--- src/rtl/jac_pkg.sv ---
// ----------------------------------------------------------------------------
// jac_pkg
// Types and constants shared by the joystick axis conditioner.
// ----------------------------------------------------------------------------
`default_nettype none

package jac_pkg;

    typedef enum logic [1:0] {
        OP_NORMAL = 2'd0,
        OP_CALIB  = 2'd1,
        OP_CLEAR  = 2'd2
    } op_t;

    typedef enum logic [2:0] {
        CFG_CAL_MIN     = 3'd0,
        CFG_CAL_MAX     = 3'd1,
        CFG_CENTER_OFS  = 3'd2,
        CFG_RATIO_ABOVE = 3'd3,
        CFG_RATIO_BELOW = 3'd4,
        CFG_THROTTLE    = 3'd5
    } cfg_idx_t;

    typedef enum logic [2:0] {
        ST_IDLE,
        ST_DIV,
        ST_POST,
        ST_MUL,
        ST_FIN
    } state_t;

    typedef struct packed {
        op_t         operation;
        logic [11:0] sample;
    } item_t;

    typedef struct packed {
        logic signed [15:0] axis_value;
        logic [12:0]        track_low;
        logic [11:0]        track_high;
        logic               is_calibration;
        logic               fault;
    } result_t;

    typedef struct packed {
        logic signed [15:0] val;
        logic               flag;
    } sat_t;

    localparam int SUM_W    = 16;
    localparam int ADC_W    = 12;
    localparam int CFG_W    = 3;
    localparam int CDATA_W  = 16;
    localparam int RATIO_W  = 16;
    localparam int MAG_W    = 26;  // |avg - cal_min| * 1000
    localparam int NORM_W   = MAG_W + 1;
    localparam int DMAG_W   = 28;
    localparam int ACC_W    = DMAG_W + RATIO_W;
    localparam int V_W      = 30;
    localparam int Q_SHIFT  = 15;
    localparam int STEP_W   = 5;

    localparam logic [SUM_W-1:0] MIN_RESET = 16'd4096;
    localparam logic [11:0]      CAL_MAX_RESET = 12'd4095;
    localparam logic [RATIO_W-1:0] RATIO_RESET = 16'd32768;

    localparam logic signed [V_W-1:0] V_SCALE = 30'sd1000;
    localparam logic signed [V_W-1:0] V_MID   = 30'sd1500;
    localparam logic signed [V_W-1:0] V_TOP   = 30'sd2000;
    localparam logic signed [V_W-1:0] V_POS   = 30'sd32767;
    localparam logic signed [V_W-1:0] V_NEG   = -30'sd32768;

endpackage

`default_nettype wire

--- src/rtl/joystick_axis_conditioner.sv ---
// ----------------------------------------------------------------------------
// joystick_axis_conditioner
// Averages ADC conversions of one joystick axis, tracks calibration
// extremes and scales the average to a signed 16-bit channel value.
// ----------------------------------------------------------------------------
//  channel   signals                          direction  transfer when
//  item      item_valid item_stall item       in         valid & !stall
//  result    result_valid result_stall result out        valid & !stall
//  cfg       cfg_valid cfg_ready cfg_index    in         valid & ready
//            cfg_data
//
//  An item that completes no average, a clear, a calibration result or a
//  normal average with a divisor of zero or less is done in ST_IDLE.
//  Otherwise a 26-step restoring division runs on the shared adder and
//  ST_POST ends throttle mode; stick mode adds a 16-step shift-add multiply.
//  item_stall is high while the sequencer is busy or a result is held.
//  rst_n clears the accumulator, tracked extremes, sequencer and config.
// ----------------------------------------------------------------------------
`default_nettype none

module joystick_axis_conditioner #(
    parameter int AVG_LOG2 = 4,
    parameter int ADC_BITS = 12
) (
    input  wire logic                     clk,
    input  wire logic                     rst_n,
    input  wire logic                     item_valid,
    output logic                          item_stall,
    input  wire jac_pkg::item_t           item,
    output logic                          result_valid,
    input  wire logic                     result_stall,
    output jac_pkg::result_t              result,
    input  wire logic                     cfg_valid,
    output logic                          cfg_ready,
    input  wire logic [jac_pkg::CFG_W-1:0]   cfg_index,
    input  wire logic [jac_pkg::CDATA_W-1:0] cfg_data
);
    import jac_pkg::*;

    localparam int CNT_W = AVG_LOG2 + 1;
    localparam logic [CNT_W-1:0] CNT_FULL = CNT_W'(2 ** AVG_LOG2);
    localparam logic [ADC_W-1:0] SMP_MASK =
        (ADC_BITS >= ADC_W) ? {ADC_W{1'b1}} : ADC_W'((1 << ADC_BITS) - 1);

    // configuration
    logic [11:0]          cal_min_reg, cal_max_reg;
    logic signed [11:0]   ofs_reg;
    logic [RATIO_W-1:0]   rat_hi_reg, rat_lo_reg;
    logic                 thr_reg;

    // control
    state_t               state_reg, state_next;
    logic [SUM_W-1:0]     sum_reg, sum_next;
    logic [CNT_W-1:0]     cnt_reg, cnt_next;
    logic [SUM_W-1:0]     rmin_reg, rmin_next;
    logic [SUM_W-1:0]     rmax_reg, rmax_next;
    logic                 rvalid_reg, rvalid_next;
    logic [STEP_W-1:0]    step_reg, step_next;

    // datapath
    logic [MAG_W-1:0]     quo_reg, quo_next;
    logic [11:0]          rem_reg, rem_next;
    logic                 neg_reg, neg_next;
    logic [DMAG_W-1:0]    dmag_reg, dmag_next;
    logic [RATIO_W-1:0]   mreg_reg, mreg_next;
    logic [ACC_W-1:0]     acc_reg, acc_next;
    result_t              res_reg, res_next;

    // shared adder
    logic [ACC_W-1:0]     au_a, au_b, au_y;
    logic                 au_sub;

    // combinational terms
    logic                 take;
    logic [ADC_W-1:0]     smp;
    logic [SUM_W-1:0]     sum_add, avg;
    logic [CNT_W-1:0]     cnt_inc;
    logic signed [16:0]   diff;
    logic [15:0]          dmag16;
    logic [MAG_W-1:0]     num_mag;
    logic signed [12:0]   den;
    logic                 den_ok;
    logic [SUM_W-1:0]     new_min, new_max;
    logic [12:0]          div_sh;
    logic                 div_ge;
    logic signed [NORM_W-1:0] norm;
    logic signed [V_W-1:0]    norm_v, ofs_v, thr_v, stk_v, dev, dev_abs;
    logic signed [V_W-1:0]    q_v, sq_v, fin_v;
    sat_t                 sat_thr, sat_fin;

    function automatic sat_t sat16(input logic signed [V_W-1:0] v);
        sat_t r;
        r.flag = 1'b0;
        if (v > V_POS) begin
            r.val  = 16'sh7FFF;
            r.flag = 1'b1;
        end else if (v < V_NEG) begin
            r.val  = -16'sh8000;
            r.flag = 1'b1;
        end else begin
            r.val = v[15:0];
        end
        return r;
    endfunction

    assign cfg_ready    = 1'b1;
    assign item_stall   = (state_reg != ST_IDLE) || rvalid_reg;
    assign result_valid = rvalid_reg;
    assign result       = res_reg;
    assign take         = item_valid && !item_stall;

    assign au_y = au_sub ? (au_a - au_b) : (au_a + au_b);

    always_comb
    begin
        smp      = item.sample & SMP_MASK;
        sum_add  = sum_reg + SUM_W'(smp);
        cnt_inc  = cnt_reg + CNT_W'(1);
        avg      = sum_add >> AVG_LOG2;
        diff     = $signed({1'b0, avg}) - $signed({5'b0, cal_min_reg});
        dmag16   = diff[16] ? 16'(-diff) : diff[15:0];
        num_mag  = (MAG_W'(dmag16) << 10) - (MAG_W'(dmag16) << 4)
                 - (MAG_W'(dmag16) << 3);
        den      = $signed({1'b0, cal_max_reg}) - $signed({1'b0, cal_min_reg});
        den_ok   = !den[12] && (den != 13'sd0);
        new_min  = (avg < rmin_reg) ? avg : rmin_reg;
        new_max  = (avg > rmax_reg) ? avg : rmax_reg;

        div_sh   = {rem_reg, quo_reg[MAG_W-1]};
        div_ge   = 1'b0;

        norm     = neg_reg ? -$signed(NORM_W'(quo_reg)) : $signed(NORM_W'(quo_reg));
        norm_v   = V_W'(norm);
        ofs_v    = V_W'(ofs_reg);
        thr_v    = V_TOP - norm_v - ofs_v;
        if (thr_v < V_SCALE)
            thr_v = V_SCALE;
        sat_thr  = sat16(thr_v);
        stk_v    = norm_v + V_SCALE - ofs_v;
        dev      = stk_v - V_MID;
        dev_abs  = dev[V_W-1] ? -dev : dev;

        q_v      = $signed(V_W'(acc_reg[ACC_W-1:Q_SHIFT]));
        sq_v     = neg_reg ? -q_v : q_v;
        fin_v    = sq_v + V_MID;
        sat_fin  = sat16(fin_v);

        au_a     = '0;
        au_b     = '0;
        au_sub   = 1'b0;

        state_next  = state_reg;
        sum_next    = sum_reg;
        cnt_next    = cnt_reg;
        rmin_next   = rmin_reg;
        rmax_next   = rmax_reg;
        rvalid_next = rvalid_reg;
        step_next   = step_reg;
        quo_next    = quo_reg;
        rem_next    = rem_reg;
        neg_next    = neg_reg;
        dmag_next   = dmag_reg;
        mreg_next   = mreg_reg;
        acc_next    = acc_reg;
        res_next    = res_reg;

        if (rvalid_reg && !result_stall)
            rvalid_next = 1'b0;

        case (state_reg)
            ST_IDLE:
            begin
                if (take) begin
                    case (item.operation)
                        OP_CLEAR:
                        begin
                            rmin_next = MIN_RESET;
                            rmax_next = '0;
                        end
                        OP_NORMAL, OP_CALIB:
                        begin
                            sum_next = sum_add;
                            cnt_next = cnt_inc;
                            if (cnt_inc == CNT_FULL) begin
                                sum_next = '0;
                                cnt_next = '0;
                                if (item.operation == OP_CALIB) begin
                                    rmin_next              = new_min;
                                    rmax_next              = new_max;
                                    res_next.axis_value    = '0;
                                    res_next.track_low     = new_min[12:0];
                                    res_next.track_high    = new_max[11:0];
                                    res_next.is_calibration = 1'b1;
                                    res_next.fault         = 1'b0;
                                    rvalid_next            = 1'b1;
                                end else if (!den_ok) begin
                                    res_next.axis_value    = diff[16] ? -16'sh8000
                                                                      : 16'sh7FFF;
                                    res_next.track_low     = rmin_reg[12:0];
                                    res_next.track_high    = rmax_reg[11:0];
                                    res_next.is_calibration = 1'b0;
                                    res_next.fault         = 1'b1;
                                    rvalid_next            = 1'b1;
                                end else begin
                                    quo_next   = num_mag;
                                    rem_next   = '0;
                                    neg_next   = diff[16];
                                    step_next  = '0;
                                    state_next = ST_DIV;
                                end
                            end
                        end
                        default:
                        begin
                        end
                    endcase
                end
            end

            ST_DIV:
            begin
                au_a     = ACC_W'(div_sh);
                au_b     = ACC_W'(den[11:0]);
                au_sub   = 1'b1;
                div_ge   = !au_y[ACC_W-1];
                rem_next = div_ge ? au_y[11:0] : div_sh[11:0];
                quo_next = {quo_reg[MAG_W-2:0], div_ge};
                step_next = step_reg + STEP_W'(1);
                if (step_reg == STEP_W'(MAG_W - 1))
                    state_next = ST_POST;
            end

            ST_POST:
            begin
                if (thr_reg) begin
                    res_next.axis_value     = sat_thr.val;
                    res_next.track_low      = rmin_reg[12:0];
                    res_next.track_high     = rmax_reg[11:0];
                    res_next.is_calibration = 1'b0;
                    res_next.fault          = sat_thr.flag;
                    rvalid_next             = 1'b1;
                    state_next              = ST_IDLE;
                end else begin
                    dmag_next  = dev_abs[DMAG_W-1:0];
                    neg_next   = dev[V_W-1];
                    mreg_next  = (stk_v > V_MID) ? rat_hi_reg : rat_lo_reg;
                    acc_next   = '0;
                    step_next  = '0;
                    state_next = ST_MUL;
                end
            end

            ST_MUL:
            begin
                au_a      = acc_reg << 1;
                au_b      = mreg_reg[RATIO_W-1] ? ACC_W'(dmag_reg) : '0;
                au_sub    = 1'b0;
                acc_next  = au_y;
                mreg_next = mreg_reg << 1;
                step_next = step_reg + STEP_W'(1);
                if (step_reg == STEP_W'(RATIO_W - 1))
                    state_next = ST_FIN;
            end

            ST_FIN:
            begin
                res_next.axis_value     = sat_fin.val;
                res_next.track_low      = rmin_reg[12:0];
                res_next.track_high     = rmax_reg[11:0];
                res_next.is_calibration = 1'b0;
                res_next.fault          = sat_fin.flag;
                rvalid_next             = 1'b1;
                state_next              = ST_IDLE;
            end

            default:
            begin
                state_next = ST_IDLE;
            end
        endcase
    end

    always_ff @(posedge clk or negedge rst_n)
    begin
        if (!rst_n)
            state_reg <= ST_IDLE;
        else
            state_reg <= state_next;
    end

    always_ff @(posedge clk or negedge rst_n)
    begin
        if (!rst_n) begin
            sum_reg    <= '0;
            cnt_reg    <= '0;
            rmin_reg   <= MIN_RESET;
            rmax_reg   <= '0;
            rvalid_reg <= 1'b0;
            step_reg   <= '0;
        end else begin
            sum_reg    <= sum_next;
            cnt_reg    <= cnt_next;
            rmin_reg   <= rmin_next;
            rmax_reg   <= rmax_next;
            rvalid_reg <= rvalid_next;
            step_reg   <= step_next;
        end
    end

    always_ff @(posedge clk)
    begin
        quo_reg  <= quo_next;
        rem_reg  <= rem_next;
        neg_reg  <= neg_next;
        dmag_reg <= dmag_next;
        mreg_reg <= mreg_next;
        acc_reg  <= acc_next;
        res_reg  <= res_next;
    end

    always_ff @(posedge clk or negedge rst_n)
    begin
        if (!rst_n) begin
            cal_min_reg <= '0;
            cal_max_reg <= CAL_MAX_RESET;
            ofs_reg     <= '0;
            rat_hi_reg  <= RATIO_RESET;
            rat_lo_reg  <= RATIO_RESET;
            thr_reg     <= 1'b0;
        end else if (cfg_valid && cfg_ready) begin
            case (cfg_idx_t'(cfg_index))
                CFG_CAL_MIN:     cal_min_reg <= cfg_data[11:0];
                CFG_CAL_MAX:     cal_max_reg <= cfg_data[11:0];
                CFG_CENTER_OFS:  ofs_reg     <= $signed(cfg_data[11:0]);
                CFG_RATIO_ABOVE: rat_hi_reg  <= cfg_data;
                CFG_RATIO_BELOW: rat_lo_reg  <= cfg_data;
                CFG_THROTTLE:    thr_reg     <= cfg_data[0];
                default:
                begin
                end
            endcase
        end
    end

endmodule

`default_nettype wire
--- config.mk ---
export PLATFORM = sky130hd
export DESIGN_NAME = joystick_axis_conditioner
export DESIGN_NICKNAME = d
export VERILOG_FILES = /design/src/rtl/jac_pkg.sv /design/src/rtl/joystick_axis_conditioner.sv
export SDC_FILE = /design/constraint.sdc
export NUM_CORES = 1
export LEC_CHECK = 0
export ABC_AREA = 1
export BUFFER_PORTS_ARGS = -buffer_cell sky130_fd_sc_hd__buf_4
export CAP_MARGIN = 5
export CORE_MARGIN = 10
export CORE_UTILIZATION = 60
export DETAILED_ROUTE_END_ITERATION = 16
export PLACE_DENSITY = 0.77
export SLEW_MARGIN = 20
export SYNTH_ARGS = -nofsm -noshare
export SYNTH_HDL_FRONTEND = slang
export SYNTH_SLANG_ARGS = --single-unit
--- constraint.sdc ---
create_clock -name clk -period 18.1 [get_ports clk]
set_clock_uncertainty 0.1 [all_clocks]
set_input_delay 0 -clock clk [delete_from_list [all_inputs] [get_ports clk]]
set_output_delay 0 -clock clk [all_outputs]
set_load 0.005 [all_outputs]
==> run summary, run 1 <==
The run gives 0.262 as the total global routing track utilization. Routability-driven placement finished with a final weighted congestion of 0.979. At the pin with the least slew margin, the transition time is 985 ps. For the DRC violation count after routing, the log shows 0.

The worst hold path class is in2reg. In this run the vertical extent of the chip is 235 um. The cell type contributing the most total cell area after synthesis is sky130_fd_sc_hd__edfxtp_1.

Clock tree synthesis inserted a total of 35 buffers. The effective utilization at floorplan was 0.609; the area inside the core boundary was 45600 um^2. The post-CTS clock slew at the launch and capture registers of the worst setup and hold paths came out at 60 ps. The stage delay of the slowest cell on the critical path was 400 ps; the share of the synthesized area in the top cell type was 0.184. The run gives 23660 as the via count of the first global-routing pass. The worst setup path is captured at a flip-flop.

The cell repeated most along the worst path is sky130_fd_sc_hd__nand2_1. A synthesized cell averages 7.19 um^2. TritonCTS built the clock tree.

The number of buffers and inverters on the critical path is 5. The Yosys step of the flow raised 0 warnings. The final layout contains 4262 nets.

The netlist uses 79 different library cells. The tightest slew margin relative to the limit is 0.342, and the overall die width is 235 um. By area the synthesized netlist is led by sky130_fd_sc_hd__edfxtp_1, sky130_fd_sc_hd__nand2_1, sky130_fd_sc_hd__ha_1. The share of the cycle needed by the critical path after routing was 0.430; the fraction of synthesis flops using an asynchronous set or reset pin was 0.422. The layout has 4022 filler cells. The tools report the total congestion overflow after global routing as 0. The category of the worst setup path launch point is a flip-flop. The run gives 7960 ps as the data arrival time of the critical path. The total via count after detailed routing was 25410; the data required time at the worst endpoint was 18270 ps. Entering global routing, the biggest net connects 73 pins. The fraction of final layout cells with drive strength greater than 1 is 0.0994, and the count of state elements after synthesis is 294. The register with the most flip-flops in the layout has 44 of them. Clock tree synthesis found a total of 294 sinks. The cell count after synthesis came out at 3859. Setup repair after global routing left no endpoint under its margin. The sequential cells in the finished layout cover a total of 8230 um^2. The first-pass GRT wire length is 121000 um, and the post-CTS setup buffer count is 0. The number of port buffers came out at 82.

The tools report the share of the yosys chip area belonging to registers as 0.296. The run gives 78 as the floorplan row count. The logs give 1 for the number of antenna violations at the first check in global routing and 0 for the number of failing hold endpoints at the final stage. The clock latency reported for the late side of the worst-skew pair was 570 ps; the area growth from synthesis to layout was 9.90%. The die covers 55300 um^2.

The logs give 128 MHz for the upper clock frequency limit and 0 for the max-capacitance violation count. The synthesized netlist occupies a cell area of 27800 um^2. Of all nets on the critical path, the largest fanout is 9. The maximum count of clock buffers along a single path was 3. The tools report the footprint of the multi-input gates as 17000 um^2. Total detailed-routing wirelength: 75200 um. Once detail routing completed, the nets flagged for antenna violations numbered 0. For this run, the leading register cell type out of synthesis is sky130_fd_sc_hd__edfxtp_1. The standard cell with the maximum stage delay on the critical path was sky130_fd_sc_hd__ha_1.

Total iterations of the first detailed-routing run: 8. Number of flops mapped to enable cells by yosys: 170. Via-per-instance ratio: 5.54.

Subtracting the final worst setup slack from the clock period gives 7790 ps. The run finished with clean final reports. For this block, the initial DRC count from the detailed router was 2048. The tools report the total I/O pin count as 84. The tree is rooted in a sky130_fd_sc_hd__clkbuf_16.

The H-tree depth is 2, and the final count of negative-setup-slack endpoints is 0. After detailed routing, the average wire length per cell comes to 16.4 um. After routing, the total negative slack on setup checks comes to 0 ps. The critical path's top delay family is compound AO/OA/AOI/OAI gates. The tools report the count of pins over their slew limit as 0. Once detailed placement completed, the half-perimeter wirelength came to 58100 um. The type of the worst setup path was reg2reg.
==> through the flow <==
stage                     area [um^2]  utilization  cells  setup slack [ps]  hold WS, ps
after floorplan                 27800            -   3867             11490         -396
after global placement          28900        0.635   4488             10700        -9.18
after detailed placement        28900        0.635   4488             10490        -6.52
after CTS                       30500        0.669   4583             10430         3.30
after global routing            30500        0.669   4585              9460         55.0
final                           30500        0.669   4585             10310         32.3
==> kinds of logic after synthesis <==
| kind of cell | synth area share |
|---|---|
| fa+ha+maj | 0.124 |
| other cells | 0.000271 |
| compound gates | 0.143 |
| mux | 0.00149 |
| xor+xnor | 0.0646 |
| buf+inv | 0.0948 |
| flops | 0.296 |
| simple gates | 0.276 |
==> final cells by class <==
cell class              instances  share of cell area
multi-input cells            2896               0.557
diodes                          1           0.0000820
flip-flops and latches        294               0.270
clock buffers                  43              0.0310
repair buffers                131              0.0357
inverters                     600              0.0739
well taps                     600              0.0246
clock inverters                20             0.00824
==> placed cells by master (no fill, tap or decap), types with 28 or more instances in the layout <==
| master | count |
|---|---|
| sky130_fd_sc_hd__nor3_1 | 62 |
| sky130_fd_sc_hd__edfxtp_1 | 170 |
| sky130_fd_sc_hd__buf_4 | 98 |
| sky130_fd_sc_hd__nand3_1 | 189 |
| sky130_fd_sc_hd__xor2_1 | 130 |
| sky130_fd_sc_hd__inv_2 | 33 |
| sky130_fd_sc_hd__o21ai_0 | 272 |
| sky130_fd_sc_hd__o22ai_1 | 31 |
| sky130_fd_sc_hd__dlygate4sd3_1 | 31 |
| sky130_fd_sc_hd__a21oi_1 | 243 |
| sky130_fd_sc_hd__nand2_2 | 48 |
| sky130_fd_sc_hd__dfrtp_1 | 109 |
| sky130_fd_sc_hd__nand4_1 | 32 |
| sky130_fd_sc_hd__ha_1 | 252 |
| sky130_fd_sc_hd__nor2_1 | 333 |
| sky130_fd_sc_hd__inv_1 | 563 |
| sky130_fd_sc_hd__xnor2_1 | 58 |
| sky130_fd_sc_hd__nor2_2 | 28 |
| sky130_fd_sc_hd__nand2_1 | 907 |
| sky130_fd_sc_hd__clkbuf_16 | 36 |
==> final timing paths <==
path / startpoint / slack (ps) / endpoint / cells after the start
worst min register to register: rat_lo_reg[10] / 380 / rat_lo_reg[10] / 2
worst max register to register: sum_reg[2] / 10310 / quo_reg[24] / 40
min in group asynchronous: rst_n / 430 / rmin_reg[12] / 3
worst min-delay path: item[9] / 30 / sum_reg[10] / 5
max in group asynchronous: rst_n / 16530 / ofs_reg[8] / 4
worst max-delay path: sum_reg[2] / 10310 / quo_reg[24] / 40
==> Yosys cell counts (all sizes together) (3+ instances only) <==
library cell  number
nor2             376
clkinv             4
mux2i              3
xnor2             59
inv              596
o211ai            11
nor4              16
a21boi            10
o31ai              6
dfrtp            109
a22oi              3
a21oi            255
o21a              14
clkbuf            51
o21ai            300
nand3            211
a221oi             3
ha               252
nor3              69
a211oi             4
nand4             35
o2111ai            4
dfstp             15
a21o              12
edfxtp           170
a31oi             25
o21bai            10
nand3b            16
fa                14
o22ai             31
or2               27
buf               26
nand2            965
xor2             136
and2               4
==> layer usage <==
| layer | vias to the layer above | routed length [um] | GRT usage | share of wire |
|---|---|---|---|---|
| met1 | 11631 | 33700 | 0.350 | 0.45 |
| met5 | - | 0 | 0 | 0 |
| met4 | 0 | 2120 | 0.0828 | 0.028 |
| met3 | 128 | 4780 | 0.0360 | 0.064 |
| li1 | 12845 | - | - | - |
| met2 | 806 | 34700 | 0.432 | 0.46 |
==> timing repair <==
| item | in CTS | in global routing |
|---|---|---|
| hold endpoints to repair | 129 | 0 |
| gates resized for setup | 0 | 0 |
| hold buffers | 32 | 0 |
==> worst register-to-register path, delay by kind of cell (launching register included) <==
kind / cells / cell delay, ps
compound gates: 13 / 2680
flops: 1 / 380
buf+inv: 5 / 660
fa+ha+maj: 4 / 1400
simple gates: 17 / 2140
xor+xnor: 1 / 120
Power of run 1 is left out: the tool's default activity adds up to more than one toggle a clock period on the data nets, which glitch-free logic cannot reach.
==> run 2, diff against run 1 <==
- CORE_UTILIZATION: 60 -> 59
- PLACE_DENSITY: 0.77 -> 0.79
- clock period: 18.1 -> 6.9 ns (I/O delays scaled with it)
==> run summary, run 2 (same netlist as run 1, synthesis figures left out) <==
The total overflow left after global routing is 0. The tools report the master cell of the clock root buffer as sky130_fd_sc_hd__clkbuf_16. After detailed routing, the met3 layer carries 5760 um of wire. The die extent in y came out at 237 um. The first routing iteration left 2289 violations. The logs give 154 MHz for the upper clock frequency limit and 6660 ps for the data arrival time of the critical path. Final count of negative-setup-slack endpoints: 0. In this design, the stage delay of the slowest critical-path cell is 540 ps. The first TritonRoute pass finished after 6 iterations. The register with the most flip-flops in the layout has 44 of them. The tools report the worst slack on hold paths as 4.72 ps. After detailed routing, the wire length on met1 is 33500 um. Total via count after detailed routing: 26029.

The highest signal layer in the routed design is met4. The count of pins over their slew limit came out at 0. Number of antenna violations at the first check in global routing: 0. The tools report the capturing element type of the critical path as a flip-flop. The logs give 0 for the DRC violation count after routing and 46600 um^2 for the area inside the core boundary. The category of the worst setup path launch point was a flip-flop. From synthesis to final layout, the design area changed by 12.3%. The final layout contains 4312 nets. The clock period minus worst slack is 6510 ps. The remaining antenna violation count was 0; the number of CTS-inserted buffers was 35. The tools report the number of antenna repair diodes as 0. The H-tree depth was 2.

The depth of the most critical reg-to-reg path was 37; the floorplan row count was 79. The run gives 0.278 as the tightest slew margin relative to the limit. The fraction of final layout cells with drive strength greater than 1 works out to 0.121.

Cell repeated most along the worst path: sky130_fd_sc_hd__nand2_1. Leaving out fill and tap cells, the most frequent cells in the layout are sky130_fd_sc_hd__nand2_1, sky130_fd_sc_hd__inv_1, sky130_fd_sc_hd__nor2_1. The HPWL after detailed placement is 59400 um, and the hold path depth is 3.

Most common cell after layout, fill and taps aside: sky130_fd_sc_hd__nand2_1. The first global-routing pass estimated 124000 um of wire. TritonCTS built the clock tree. At the pin with the least slew margin, the transition time is 1080 ps.

After detailed routing, the number of vias per cell comes to 5.61. The via count of the first global-routing pass came out at 24137. The wire length on met2 was 35500 um; the clock latency reported for the late side of the worst-skew pair was 560 ps. The logs give 0.596 for the effective utilization at floorplan and 294 for the number of sinks on the clock net.

The post-CTS clock slew at the launch and capture registers of the worst setup and hold paths was 60 ps. The type of the worst setup path was reg2reg. The congestion estimate from routability-driven global placement came to 1.02. The run gives 77100 um as the total detailed-routing wirelength.

The highest net fanout along the worst path is 5, and the max-capacitance violation count is 0. The filler cell count was 3966; the overall die width was 237 um. The final routed wire length divided by cell count came out at 16.6 um. The share of the cycle needed by the critical path after routing was 0.943; the total global routing track utilization was 0.264. The slowest stage of the critical path is the sky130_fd_sc_hd__fa_1 cell.

The run gives 0 as the number of failing hold endpoints at the final stage. The run finished with clean final reports. The die covers 56100 um^2. Entering global routing, the biggest net connects 74 pins.

In this run the count of I/O pins placed on the die edge is 84. The count of buffers added on input and output ports is 82. Counting along the longest clock path gives a buffer depth of 3. The run gives 7060 ps as the data required time at the worst endpoint.

The path class of the tightest hold or removal check is in2reg.
## run 2: per-stage QoR
stage	cell area [um^2]	setup TNS [ps]	instances	worst slack [ps]	util
after floorplan	27800	0	3867	286	-
final	31200	0	4641	395	0.670
after CTS	30800	0	4631	23.1	0.662
after global placement	29200	0	4528	47.9	0.627
after detailed placement	29200	-132	4528	-132	0.627
after global routing	31200	-1230	4641	-92.3	0.670
## run 2: path summary, 6_finish.rpt
check	startpoint	to	slack, ps
worst max-delay path	sum_reg[1]	quo_reg[21]	390
worst min-delay path	cfg_index[0]	rat_hi_reg[15]	5
worst max register to register	sum_reg[1]	quo_reg[21]	390
worst min register to register	cal_min_reg[6]	cal_min_reg[6]	380
max in group asynchronous	rst_n	ofs_reg[2]	5280
min in group asynchronous	rst_n	rmin_reg[12]	470
## run 2: per-layer routing
metal,vias up,track usage
met5,-,0
met4,0,0.0847
met3,158,0.0460
met2,901,0.424
met1,12038,0.355
li1,12932,-
## run 2: repair_timing
action / CTS / global route
gates resized for setup: 4 / 69
endpoints found under the hold margin: 136 / 0
buffers inserted: 0 / 9
pin swaps: 0 / 11
cloned: 0 / 1
hold buffers: 40 / 0
endpoints found under the setup margin: 4 / 50
## run 2: final cells by class
cell class                 count  area, um^2  share of cell area
tap                          607         759              0.0244
clock buffer                  43         926              0.0297
inverter                     600        2250              0.0723
timing repair buffer         180        1470              0.0471
multi-input combinational   2897       17300               0.554
clock inverter                20         254             0.00815
sequential                   294        8230               0.264
## run 2: worst max-delay path: cells and delay by family, from the launching register on
family          cells  cell delay, ps
buf+inv             4             480
flops               1             420
simple gates       14            1460
fa+ha+maj           4            1470
xor+xnor            2             330
compound gates     13            1940
Power of run 2 is left out for the same reason.
